`src/sv/lgr_pkg.sv`:
```
// ----------------------------------------------------------------------------
// lgr_pkg: shared types and constants for the linear gain ramp
// Item structs, sequencer states, register indexes and fixed-point constants.
// ----------------------------------------------------------------------------
`default_nettype none

package lgr_pkg;

	// fixed point: gain is Q4.28 inside, Q4.20 at the ports
	localparam int unsigned GAIN_W     = 32;
	localparam int unsigned PGAIN_W    = 24;
	localparam int unsigned SAMPLE_W   = 24;
	localparam int unsigned RAMP_W     = 20;
	localparam int unsigned STEP_W     = 33;
	localparam int unsigned DIV_STEPS  = 32;
	localparam int unsigned DIV_CNT_W  = 6;
	localparam int unsigned PADDR_W    = 4;

	localparam logic [GAIN_W-1:0]  UNITY_Q428     = 32'h1000_0000;
	localparam logic [PGAIN_W-1:0] GAIN_MIN_RESET = 24'h00_0000;
	localparam logic [PGAIN_W-1:0] GAIN_MAX_RESET = 24'hFF_FFFF;
	localparam logic [RAMP_W-1:0]  RAMP_RESET     = 20'd480;

	// register indexes, taken from paddr[3:2]
	localparam logic [1:0] REG_GAIN_MIN = 2'd0;
	localparam logic [1:0] REG_GAIN_MAX = 2'd1;
	localparam logic [1:0] REG_RAMP     = 2'd2;

	// operation codes
	localparam logic OP_SAMPLE = 1'b0;
	localparam logic OP_TARGET = 1'b1;

	typedef struct packed {
		logic                       operation;
		logic signed [SAMPLE_W-1:0] sample_in;
		logic [PGAIN_W-1:0]         target_gain;
	} in_item_t;

	typedef struct packed {
		logic signed [SAMPLE_W-1:0] sample_out;
		logic [PGAIN_W-1:0]         gain_now;
	} out_item_t;

	typedef enum logic [2:0] {
		ST_IDLE,
		ST_CLAMP,
		ST_DIV,
		ST_GAIN,
		ST_MUL,
		ST_OUT
	} lgr_state_t;

endpackage

`default_nettype wire

```
`src/sv/lgr_div.sv`:
```
// ----------------------------------------------------------------------------
// lgr_div: serial unsigned divider
// Restoring division, one quotient bit per cycle, 32-bit dividend over a
// 20-bit divisor. done pulses for one cycle when quotient is final.
// ----------------------------------------------------------------------------
`default_nettype none

module lgr_div (
	input  wire logic                         clk,
	input  wire logic                         arst_n,
	input  wire logic                         start,
	input  wire logic [lgr_pkg::GAIN_W-1:0]   dividend,
	input  wire logic [lgr_pkg::RAMP_W-1:0]   divisor,
	output logic                              done,
	output logic [lgr_pkg::GAIN_W-1:0]        quotient
);
	import lgr_pkg::*;

	logic                 busy_q;
	logic                 done_q;
	logic [DIV_CNT_W-1:0] count_q;
	logic [RAMP_W-1:0]    rem_q;
	logic [RAMP_W-1:0]    div_q;
	logic [GAIN_W-1:0]    quo_q;
	logic [RAMP_W:0]      shifted;
	logic [RAMP_W+1:0]    trial;
	logic                 fits;

	always_comb begin
		shifted = {rem_q, quo_q[GAIN_W-1]};
		trial   = {1'b0, shifted} - {2'b00, div_q};
		fits    = ~trial[RAMP_W+1];
	end

	always_ff @(posedge clk or negedge arst_n) begin
		if (!arst_n) begin
			busy_q  <= 1'b0;
			done_q  <= 1'b0;
			count_q <= '0;
		end else begin
			done_q <= 1'b0;
			if (start) begin
				busy_q  <= 1'b1;
				count_q <= DIV_CNT_W'(DIV_STEPS);
			end else if (busy_q) begin
				count_q <= count_q - 1'b1;
				if (count_q == DIV_CNT_W'(1)) begin
					busy_q <= 1'b0;
					done_q <= 1'b1;
				end
			end
		end
	end

	always_ff @(posedge clk) begin
		if (start) begin
			rem_q <= '0;
			div_q <= divisor;
			quo_q <= dividend;
		end else if (busy_q) begin
			rem_q <= fits ? trial[RAMP_W-1:0] : shifted[RAMP_W-1:0];
			quo_q <= {quo_q[GAIN_W-2:0], fits};
		end
	end

	assign done     = done_q;
	assign quotient = quo_q;

endmodule

`default_nettype wire

```
`src/sv/linear_gain_ramp.sv`:
```
// ----------------------------------------------------------------------------
// linear_gain_ramp: smoothed linear gain on a 24-bit audio stream
// Set-target items clamp the new gain and work out a per-sample step with a
// serial divider; sample items step the gain, multiply, round and saturate.
// ----------------------------------------------------------------------------
//
//   channel   direction  handshake           payload
//   in        input      in_valid/in_stall   in_data   (in_item_t)
//   out       output     out_valid/out_stall out_data  (out_item_t)
//   config    input      APB psel/penable    paddr/pwdata/prdata
//
// A sample item steps through accept, gain step, multiply and round/saturate.
// A set-target item waits on the bit-serial divider (one quotient bit per
// cycle over 32 bits); a zero ramp length skips the divider.
// One item is in work at a time; in_stall is high until the sequencer idles.
// The output register holds a result until the sink takes it; a stalled
// output holds the sequencer in its last step only.
// Reset loads unity gain, no ramp and the register reset values.
// ----------------------------------------------------------------------------
`default_nettype none

module linear_gain_ramp (
	input  wire logic                         clk,
	input  wire logic                         arst_n,
	input  wire logic                         in_valid,
	output logic                              in_stall,
	input  wire lgr_pkg::in_item_t            in_data,
	output logic                              out_valid,
	input  wire logic                         out_stall,
	output lgr_pkg::out_item_t                out_data,
	input  wire logic                         psel,
	input  wire logic                         penable,
	input  wire logic                         pwrite,
	input  wire logic [lgr_pkg::PADDR_W-1:0]  paddr,
	input  wire logic [31:0]                  pwdata,
	output logic [31:0]                       prdata,
	output logic                              pready
);
	import lgr_pkg::*;

	// configuration
	logic [PGAIN_W-1:0] gain_min_q;
	logic [PGAIN_W-1:0] gain_max_q;
	logic [RAMP_W-1:0]  ramp_q;
	logic               cfg_wr;

	// state
	lgr_state_t         state_q, state_d;
	logic [GAIN_W-1:0]  current_q;
	logic [GAIN_W-1:0]  goal_q;
	logic [STEP_W-1:0]  step_q;
	logic [RAMP_W-1:0]  left_q;

	// item holding
	in_item_t           item_q;
	logic [GAIN_W-1:0]  used_q;
	logic signed [SAMPLE_W+GAIN_W:0] prod_q;
	logic               neg_q;
	logic               out_valid_q;
	out_item_t          out_q;

	// sequencer controls
	logic               in_take;
	logic               div_start;
	logic               out_load;

	// datapath
	logic [PGAIN_W-1:0] clamp_lo, clamp_t;
	logic [GAIN_W-1:0]  goal_new;
	logic [GAIN_W:0]    gain_diff;
	logic [GAIN_W-1:0]  dist_mag;
	logic               div_done;
	logic [GAIN_W-1:0]  div_quo;
	logic [GAIN_W+1:0]  gain_sum;
	logic [GAIN_W-1:0]  gain_step;
	logic signed [SAMPLE_W+GAIN_W+1:0] rnd;
	logic signed [SAMPLE_W+GAIN_W-27:0] qv;
	logic [SAMPLE_W-1:0] sat;

	// ---------------- configuration port ----------------
	assign pready = 1'b1;
	assign cfg_wr = psel & penable & pwrite & pready;

	always_ff @(posedge clk or negedge arst_n) begin
		if (!arst_n) begin
			gain_min_q <= GAIN_MIN_RESET;
			gain_max_q <= GAIN_MAX_RESET;
			ramp_q     <= RAMP_RESET;
		end else if (cfg_wr) begin
			case (paddr[3:2])
				REG_GAIN_MIN: gain_min_q <= pwdata[PGAIN_W-1:0];
				REG_GAIN_MAX: gain_max_q <= pwdata[PGAIN_W-1:0];
				REG_RAMP:     ramp_q     <= pwdata[RAMP_W-1:0];
				default:      ;
			endcase
		end
	end

	always_comb begin
		case (paddr[3:2])
			REG_GAIN_MIN: prdata = {8'h00, gain_min_q};
			REG_GAIN_MAX: prdata = {8'h00, gain_max_q};
			REG_RAMP:     prdata = {12'h000, ramp_q};
			default:      prdata = '0;
		endcase
	end

	// ---------------- sequencer ----------------
	always_ff @(posedge clk or negedge arst_n) begin
		if (!arst_n) begin
			state_q <= ST_IDLE;
		end else begin
			state_q <= state_d;
		end
	end

	always_comb begin
		state_d   = state_q;
		in_stall  = 1'b1;
		div_start = 1'b0;
		out_load  = 1'b0;
		case (state_q)
			ST_IDLE: begin
				in_stall = 1'b0;
				if (in_valid) begin
					state_d = (in_data.operation == OP_TARGET) ? ST_CLAMP : ST_GAIN;
				end
			end
			ST_CLAMP: begin
				if (ramp_q == '0) begin
					state_d = ST_IDLE;
				end else begin
					div_start = 1'b1;
					state_d   = ST_DIV;
				end
			end
			ST_DIV: begin
				if (div_done) begin
					state_d = ST_IDLE;
				end
			end
			ST_GAIN: state_d = ST_MUL;
			ST_MUL:  state_d = ST_OUT;
			ST_OUT: begin
				if (!out_valid_q || !out_stall) begin
					out_load = 1'b1;
					state_d  = ST_IDLE;
				end
			end
			default: state_d = ST_IDLE;
		endcase
	end

	assign in_take = in_valid & ~in_stall;

	// ---------------- arithmetic ----------------
	always_comb begin
		clamp_lo  = (item_q.target_gain < gain_min_q) ? gain_min_q : item_q.target_gain;
		clamp_t   = (clamp_lo > gain_max_q) ? gain_max_q : clamp_lo;
		goal_new  = {clamp_t, 8'h00};
		gain_diff = {1'b0, goal_new} - {1'b0, current_q};
		dist_mag  = gain_diff[GAIN_W] ? GAIN_W'(-gain_diff) : gain_diff[GAIN_W-1:0];

		// step the gain and clamp to the unsigned Q4.28 range
		gain_sum = {2'b00, current_q} + {step_q[STEP_W-1], step_q};
		if (gain_sum[GAIN_W+1]) begin
			gain_step = '0;
		end else if (gain_sum[GAIN_W]) begin
			gain_step = '1;
		end else begin
			gain_step = gain_sum[GAIN_W-1:0];
		end

		// round half up, then saturate to 24 bits
		rnd = {prod_q[SAMPLE_W+GAIN_W], prod_q} + (SAMPLE_W+GAIN_W+2)'(1 << 27);
		qv  = rnd[SAMPLE_W+GAIN_W+1:28];
		if (qv > (SAMPLE_W+GAIN_W-26)'(signed'(8388607))) begin
			sat = 24'h7F_FFFF;
		end else if (qv < -(SAMPLE_W+GAIN_W-26)'(signed'(8388608))) begin
			sat = 24'h80_0000;
		end else begin
			sat = qv[SAMPLE_W-1:0];
		end
	end

	lgr_div u_div (
		.clk      (clk),
		.arst_n   (arst_n),
		.start    (div_start),
		.dividend (dist_mag),
		.divisor  (ramp_q),
		.done     (div_done),
		.quotient (div_quo)
	);

	// ---------------- gain state ----------------
	always_ff @(posedge clk or negedge arst_n) begin
		if (!arst_n) begin
			current_q <= UNITY_Q428;
			goal_q    <= UNITY_Q428;
			step_q    <= '0;
			left_q    <= '0;
		end else begin
			case (state_q)
				ST_CLAMP: begin
					goal_q <= goal_new;
					if (ramp_q == '0) begin
						current_q <= goal_new;
						step_q    <= '0;
						left_q    <= '0;
					end
				end
				ST_DIV: begin
					if (div_done) begin
						step_q <= neg_q ? -{1'b0, div_quo} : {1'b0, div_quo};
						left_q <= ramp_q;
					end
				end
				ST_GAIN: begin
					if (left_q != '0) begin
						left_q    <= left_q - 1'b1;
						// snap on the last ramp sample
						current_q <= (left_q == RAMP_W'(1)) ? goal_q : gain_step;
					end
				end
				default: ;
			endcase
		end
	end

	// ---------------- item payload ----------------
	always_ff @(posedge clk) begin
		if (in_take) begin
			item_q <= in_data;
		end
		if (state_q == ST_CLAMP) begin
			neg_q <= gain_diff[GAIN_W];
		end
		if (state_q == ST_GAIN) begin
			used_q <= (left_q != '0) ? gain_step : current_q;
		end
		if (state_q == ST_MUL) begin
			prod_q <= item_q.sample_in * $signed({1'b0, used_q});
		end
		if (out_load) begin
			out_q.sample_out <= sat;
			out_q.gain_now   <= current_q[GAIN_W-1:8];
		end
	end

	// ---------------- output register ----------------
	always_ff @(posedge clk or negedge arst_n) begin
		if (!arst_n) begin
			out_valid_q <= 1'b0;
		end else if (out_load) begin
			out_valid_q <= 1'b1;
		end else if (!out_stall) begin
			out_valid_q <= 1'b0;
		end
	end

	assign out_valid = out_valid_q;
	assign out_data  = out_q;

endmodule

`default_nettype wire

```
`config.mk`:
```
export PLATFORM = sky130hd
export DESIGN_NAME = linear_gain_ramp
export DESIGN_NICKNAME = d
export VERILOG_FILES = /design/src/sv/lgr_pkg.sv /design/src/sv/lgr_div.sv /design/src/sv/linear_gain_ramp.sv
export SDC_FILE = /design/constraint.sdc
export NUM_CORES = 2
export LEC_CHECK = 0
export CORE_MARGIN = 2
export CORE_UTILIZATION = 59
export CTS_CLUSTER_SIZE = 20
export DETAILED_ROUTE_END_ITERATION = 16
export DONT_BUFFER_PORTS = 1
export GPL_ROUTABILITY_DRIVEN = 0
export PLACE_DENSITY = 0.85
export SETUP_SLACK_MARGIN = 0.02
export SLEW_MARGIN = 0
export SYNTH_ARGS = -nofsm -noshare
export SYNTH_HDL_FRONTEND = slang
export SYNTH_SLANG_ARGS = --single-unit
```
`constraint.sdc`:
```
create_clock -name clk -period 11.1 [get_ports clk]
set_clock_uncertainty 0.05 [all_clocks]
set_input_delay 2.22 -clock clk [delete_from_list [all_inputs] [get_ports clk]]
set_output_delay 2.22 -clock clk [all_outputs]
set_load 0.05 [all_outputs]
```
Word level (Yosys, flattened, before mapping)
Cells that the tools add are included.
Storage, ports and cells
  register bits after elaboration: 447
  input bits: 92
  output and inout port bits: 83
  word-level logic and storage cells: 116
Cells by class
  add/subtract/negate cells: 8
  multiply operators: 1
  order comparisons: 4
  equality and inequality tests: 15
  muxes and demuxes: 44
  bitwise logic cells: 4
  reductions and logical operators: 18
Operator list (number)
  two-way mux 32 bit: 9
  two-way mux 33 bit: 3
  two-way mux 20 bit: 4
  two-way mux 24 bit: 3
  one-hot mux 24 bit (3 select lines): 1
  one-hot mux 33 bit (2 select lines): 1
  one-hot mux 32 bit (2 select lines): 1
  one-hot mux 20 bit (3 select lines): 1
  adder 57 x 29 -> 58 bit, second input constant: 1
  multiplier 24 x 33 -> 57 bit: 1
  adder 33 x 33 -> 34 bit: 1
  negation 32 -> 33 bit: 1
  subtractor 32 x 32 -> 33 bit: 1
  negation 32 bit: 1
  > comparator 30 x 24 -> 1 bit, second input constant: 1
  less-than comparator 30 x 24 -> 1 bit, second input constant: 1
  > comparator 24 bit: 1
  less-than comparator 24 bit: 1
  subtractor 21 x 20 -> 22 bit: 1
  == test 20 x 1 -> 1 bit, second input constant: 1
  logical NOT 20 bit: 1
  nonzero test 20 bit: 1
  subtractor 20 x 1 -> 20 bit, second input constant: 1
  one-hot mux 3 bit (6 select lines): 1
  other kinds (24): 55

Depth between registers and ports, before layout
  depth in word-level cells: 8
  depth in mapped cells: 37
  mapped depth without buffers: 30

Hierarchy
From an unflattened synthesis, not the netlist that was laid out.
Second synthesis, totals
  cell total of the unflattened synthesis: 5200
  area, all modules: 48687.9 µm²
Modules (own cells, without submodules)
  linear_gain_ramp: instances 1, cells each 4824, area each 44385.1 µm², seq. area each 9341.5 µm²
  lgr_div: instances 1, cells each 376, area each 4302.9 µm², seq. area each 2162.1 µm²

Worst setup path before layout
Ideal clock, no wire load.
  kind: register to register
  from: reg gain_min_q[10]
  to: reg u_div.quo_q[20] (netlist: u_div.quotient[20]), data pin
  setup time: 0.267 ns
  arrival time: 8.065 ns
  data required time: 10.783 ns
  slack: 2.718 ns
  cell stages (with the launch flop): 38
  path buffers: 7
  period minus slack after synthesis: 8.382 ns
  cells stage by stage: dfrtp_1 > inv_1 > ha_1 > and4_1 > a221oi_1 > a21o_1 > a21oi_1 > a211o_1 > a31oi_1 > buf_2 > buf_2 > mux2_2 > ha_1 > nor2b_1 > o21a_1 > o21ai_0 > a21oi_1 > o21a_1 > [... 2 more ...] > clkbuf_1 > buf_1 > buf_2 > mux2i_1 > inv_1 > ha_1 > buf_2 > and4_1 > nand4_1 > and2_1 > and3b_1 > or4_1 > buf_2 > or4_4 > nor3_1 > a21boi_0 > xnor2_1 > o21ai_0
Between the ends
  word-level cells in the longest chain between the ends: 8
Ends and longest elaborated chain
  start: declaration: RTL line linear_gain_ramp.sv:42  | logic [PGAIN_W-1:0] gain_min_q;
  start signal: assignment: RTL line linear_gain_ramp.sv:91  | REG_GAIN_MIN: gain_min_q <= pwdata[PGAIN_W-1:0];
  less-than comparator 24 bit: RTL line linear_gain_ramp.sv:158  | clamp_lo = (item_q.target_gain < gain_min_q) ? gain_min_q : item_q.target_gain;
  two-way mux 24 bit (*): RTL line linear_gain_ramp.sv:158
  > comparator 24 bit: RTL line linear_gain_ramp.sv:159  | clamp_t = (clamp_lo > gain_max_q) ? gain_max_q : clamp_lo;
  two-way mux 24 bit (*): RTL line linear_gain_ramp.sv:159
  named net clamp_t[4]: RTL line linear_gain_ramp.sv:68  | logic [PGAIN_W-1:0] clamp_lo, clamp_t;
  subtractor 32 x 32 -> 33 bit (*): RTL line linear_gain_ramp.sv:161  | gain_diff = {1'b0, goal_new} - {1'b0, current_q};
  negation 32 bit: RTL line linear_gain_ramp.sv:162  | dist_mag = gain_diff[GAIN_W] ? GAIN_W'(-gain_diff) : gain_diff[GAIN_W-1:0];
  two-way mux 32 bit (*): RTL line linear_gain_ramp.sv:162
  two-way mux 32 bit (*): RTL line lgr_div.sv:56  | if (start) begin
  end signal: assignment: RTL line lgr_div.sv:59  | quo_q <= dividend;
  end signal: assignment: RTL line lgr_div.sv:62  | quo_q <= {quo_q[GAIN_W-2:0], fits};
  end: declaration: RTL line lgr_div.sv:24  | logic [GAIN_W-1:0] quo_q;
Mark *: on every way through the listed nets, which the timed path passes. The rest lies on a longest branch.
A chain may end at the register's enable or synchronous reset.

Worst setup path after layout
  from: reg gain_min_q[9]
  to: reg u_div.quo_q[30] (netlist: u_div.quotient[30]), data pin
Same word-level chain as after synthesis.

==> reports/metrics.cfg <==
[worst_setup_path]
cp-start-kind = register
critical_path_class = register to register
cpPeakStageDelay_ns = 0.77
slowest_stage = mux2i_1
cp.arrival_ns = 10.05
cp_data_required_time_ns = 11.41
critPathMaxFanout = 21
worst_setup_path_end_kind = register

[yosys]
ys_ff_latch = 420
yosysWarnings = 0
synth_area_um2 = 48900
seq_area_frac_synth = 0.235
syn_inst = 5324
ys_types = 85
synth_edf_count = 211
async_flop_share = 0.450
synthFlopType = edfxtp_1
avgSynthCellArea_um2 = 9.18

[timing]
finalSetupViolCount = 0
timing.fmax_mhz = 103
max-slew-margin-rel = 0.145
final-max-slew-violation-count = 0
post-route-period-util = 0.878
rsz0062_at_grt = false
tightest_slew_ns = 1.28
finalSetupTns_ns = 0
finalHoldViolations = 0
fin_crit_ns = 9.75

[clock_tree]
post_cts_resized = 0
cts.clk_slew.worst_paths_ns = 0.06
ctsHoldBuffers = 0
post_cts_buffers = 0
ctsRootBufferMaster = clkbuf_16
clkLatencyLatePin_ns = 0.64
cts.sinks = 420
cts_tree = yes
cts.path.max_buffers = 3
cts_made_buffers = 46
cts_htree_levels = 2

[global_routing]
grt.met2_usage = 0.505
grt_use_met3 = 0.0698
grt-busiest-layer = met2
grt_pass1_wl_um = 210000
grt_max_degree = 190
grt_pass1_vias = 39397
antenna_found_initial = 4
gr-total-overflow = 0
grt_use_met1 = 0.389
grt_util_all_layers = 0.313

[drt]
routedWlPerCell_um = 20.9
routed_via_density = 6.09
vias = 38328
drt_pass1_iterations = 8
drt_wl_total_um = 131000
drtAntennaViolNets = 0
drt_iter0_drc = 3434
drc_errors = 0

[floorplanning]
initial_core_util = 0.596
fp-row-count = 105
core_area_um2 = 82000
ios = 175
die_width_um = 292
die-height_um = 292
die_area_um2 = 85100

[placement]
dp_hpwl_um = 95000
port_buffers = 0

[layout]
area_delta_synth_final_pct = 5.26
final_cell_mix = nand2_1, inv_1, fa_1
seqCellArea_um2 = 11500
drive_gt1_frac = 0.0529
final.fill_count = 6285
final_nets = 6274
layout_commonest_cell = nand2_1
multi_input_area_um2 = 33200

[run_status]
status = complete, no violations

[min_path]
hold_path.class = register to register

[job]
max_cap_viol_count = 0

-- critical path: cells and delay by family (launching register included) --
| kind | cells | cell delay, ns |
|---|---|---|
| buf+inv | 4 | 0.93 |
| flops | 1 | 0.38 |
| xor+xnor | 1 | 0.18 |
| compound gates | 14 | 3.58 |
| simple gates | 7 | 1.88 |
| mux | 3 | 1.40 |
| fa+ha+maj | 3 | 1.03 |
-- flip-flops by register name (all words and copies together), names as in the netlist, 24 cells and up --
signal and count:
current_q 32, gain_min_q 24, item_q 48, goal_q 24, gain_max_q 24, u_div.quotient 32
out_data 48, prod_q 30, step_q 33, used_q 32
-- stage by stage --
stage	worst slack [ns]	util	hold WS, ns	area [um^2]	std cells
after floorplan	2.72	-	0.386	48900	5331
after global placement	1.73	0.607	0.399	49700	6201
after detailed placement	1.56	0.607	0.407	49700	6201
after CTS	1.51	0.627	0.429	51400	6287
after global routing	0.914	0.627	0.445	51400	6289
final	1.35	0.627	0.430	51400	6289
-- layout make-up --
type | count | area share
multi-input cells | 3800 | 0.645
flip-flops and latches | 420 | 0.224
inverters | 832 | 0.0607
well taps | 1070 | 0.0260
clock buffers | 60 | 0.0248
repair buffers | 79 | 0.0115
clock inverters | 26 | 0.00783
diodes | 2 | 0.0000973
-- Yosys cell counts (53+ instances only) --
cell type / n / area [um^2]
nand2_1: 869 / 3260
inv_1: 831 / 3120
fa_1: 659 / 13200
ha_1: 344 / 4300
o21ai_0: 338 / 1690
clkbuf_1: 252 / 946
and2_1: 251 / 1570
edfxtp_1: 211 / 6340
a21oi_1: 188 / 941
nor2_1: 185 / 694
dfrtp_1: 159 / 3980
xnor2_1: 97 / 850
xor2_1: 82 / 718
a21o_1: 71 / 533
mux2_2: 60 / 676
nor3_1: 53 / 265
-- final timing paths --
check / start / endpoint / slack, ns / cells after the start
worst max-delay path: gain_min_q[9] / u_div.quotient[30] / 1.35 / 32
max in group asynchronous: arst_n / gain_max_q[10] / 9.30 / 0
worst min register to register: goal_q[16] / goal_q[16] / 0.43 / 2
worst max register to register: gain_min_q[9] / u_div.quotient[30] / 1.35 / 32
min in group asynchronous: arst_n / step_q[0] / 1.24 / 0
worst min-delay path: goal_q[16] / goal_q[16] / 0.43 / 2
-- kinds of logic after synthesis --
kind of cell | after synthesis | share of synthesized area
AO/OA/AOI/OAI | 857 | 0.107
XOR/XNOR | 179 | 0.0321
adder cells (fa/ha/maj) | 1003 | 0.358
buffers and inverters | 1111 | 0.0866
flip-flops | 420 | 0.235
multiplexers | 108 | 0.0237
other | 2 | 0.000154
AND/OR/NAND/NOR | 1644 | 0.157
-- layer usage --
metal / share of wire / up-vias
li1: - / 16858
met1: 0.36 / 18660
met2: 0.47 / 2309
met3: 0.11 / 497
met4: 0.066 / 4
met5: 0.00026 / -
Power is not shown: default switching activity piles up to over one toggle a cycle in this logic, so the estimate is an artifact.
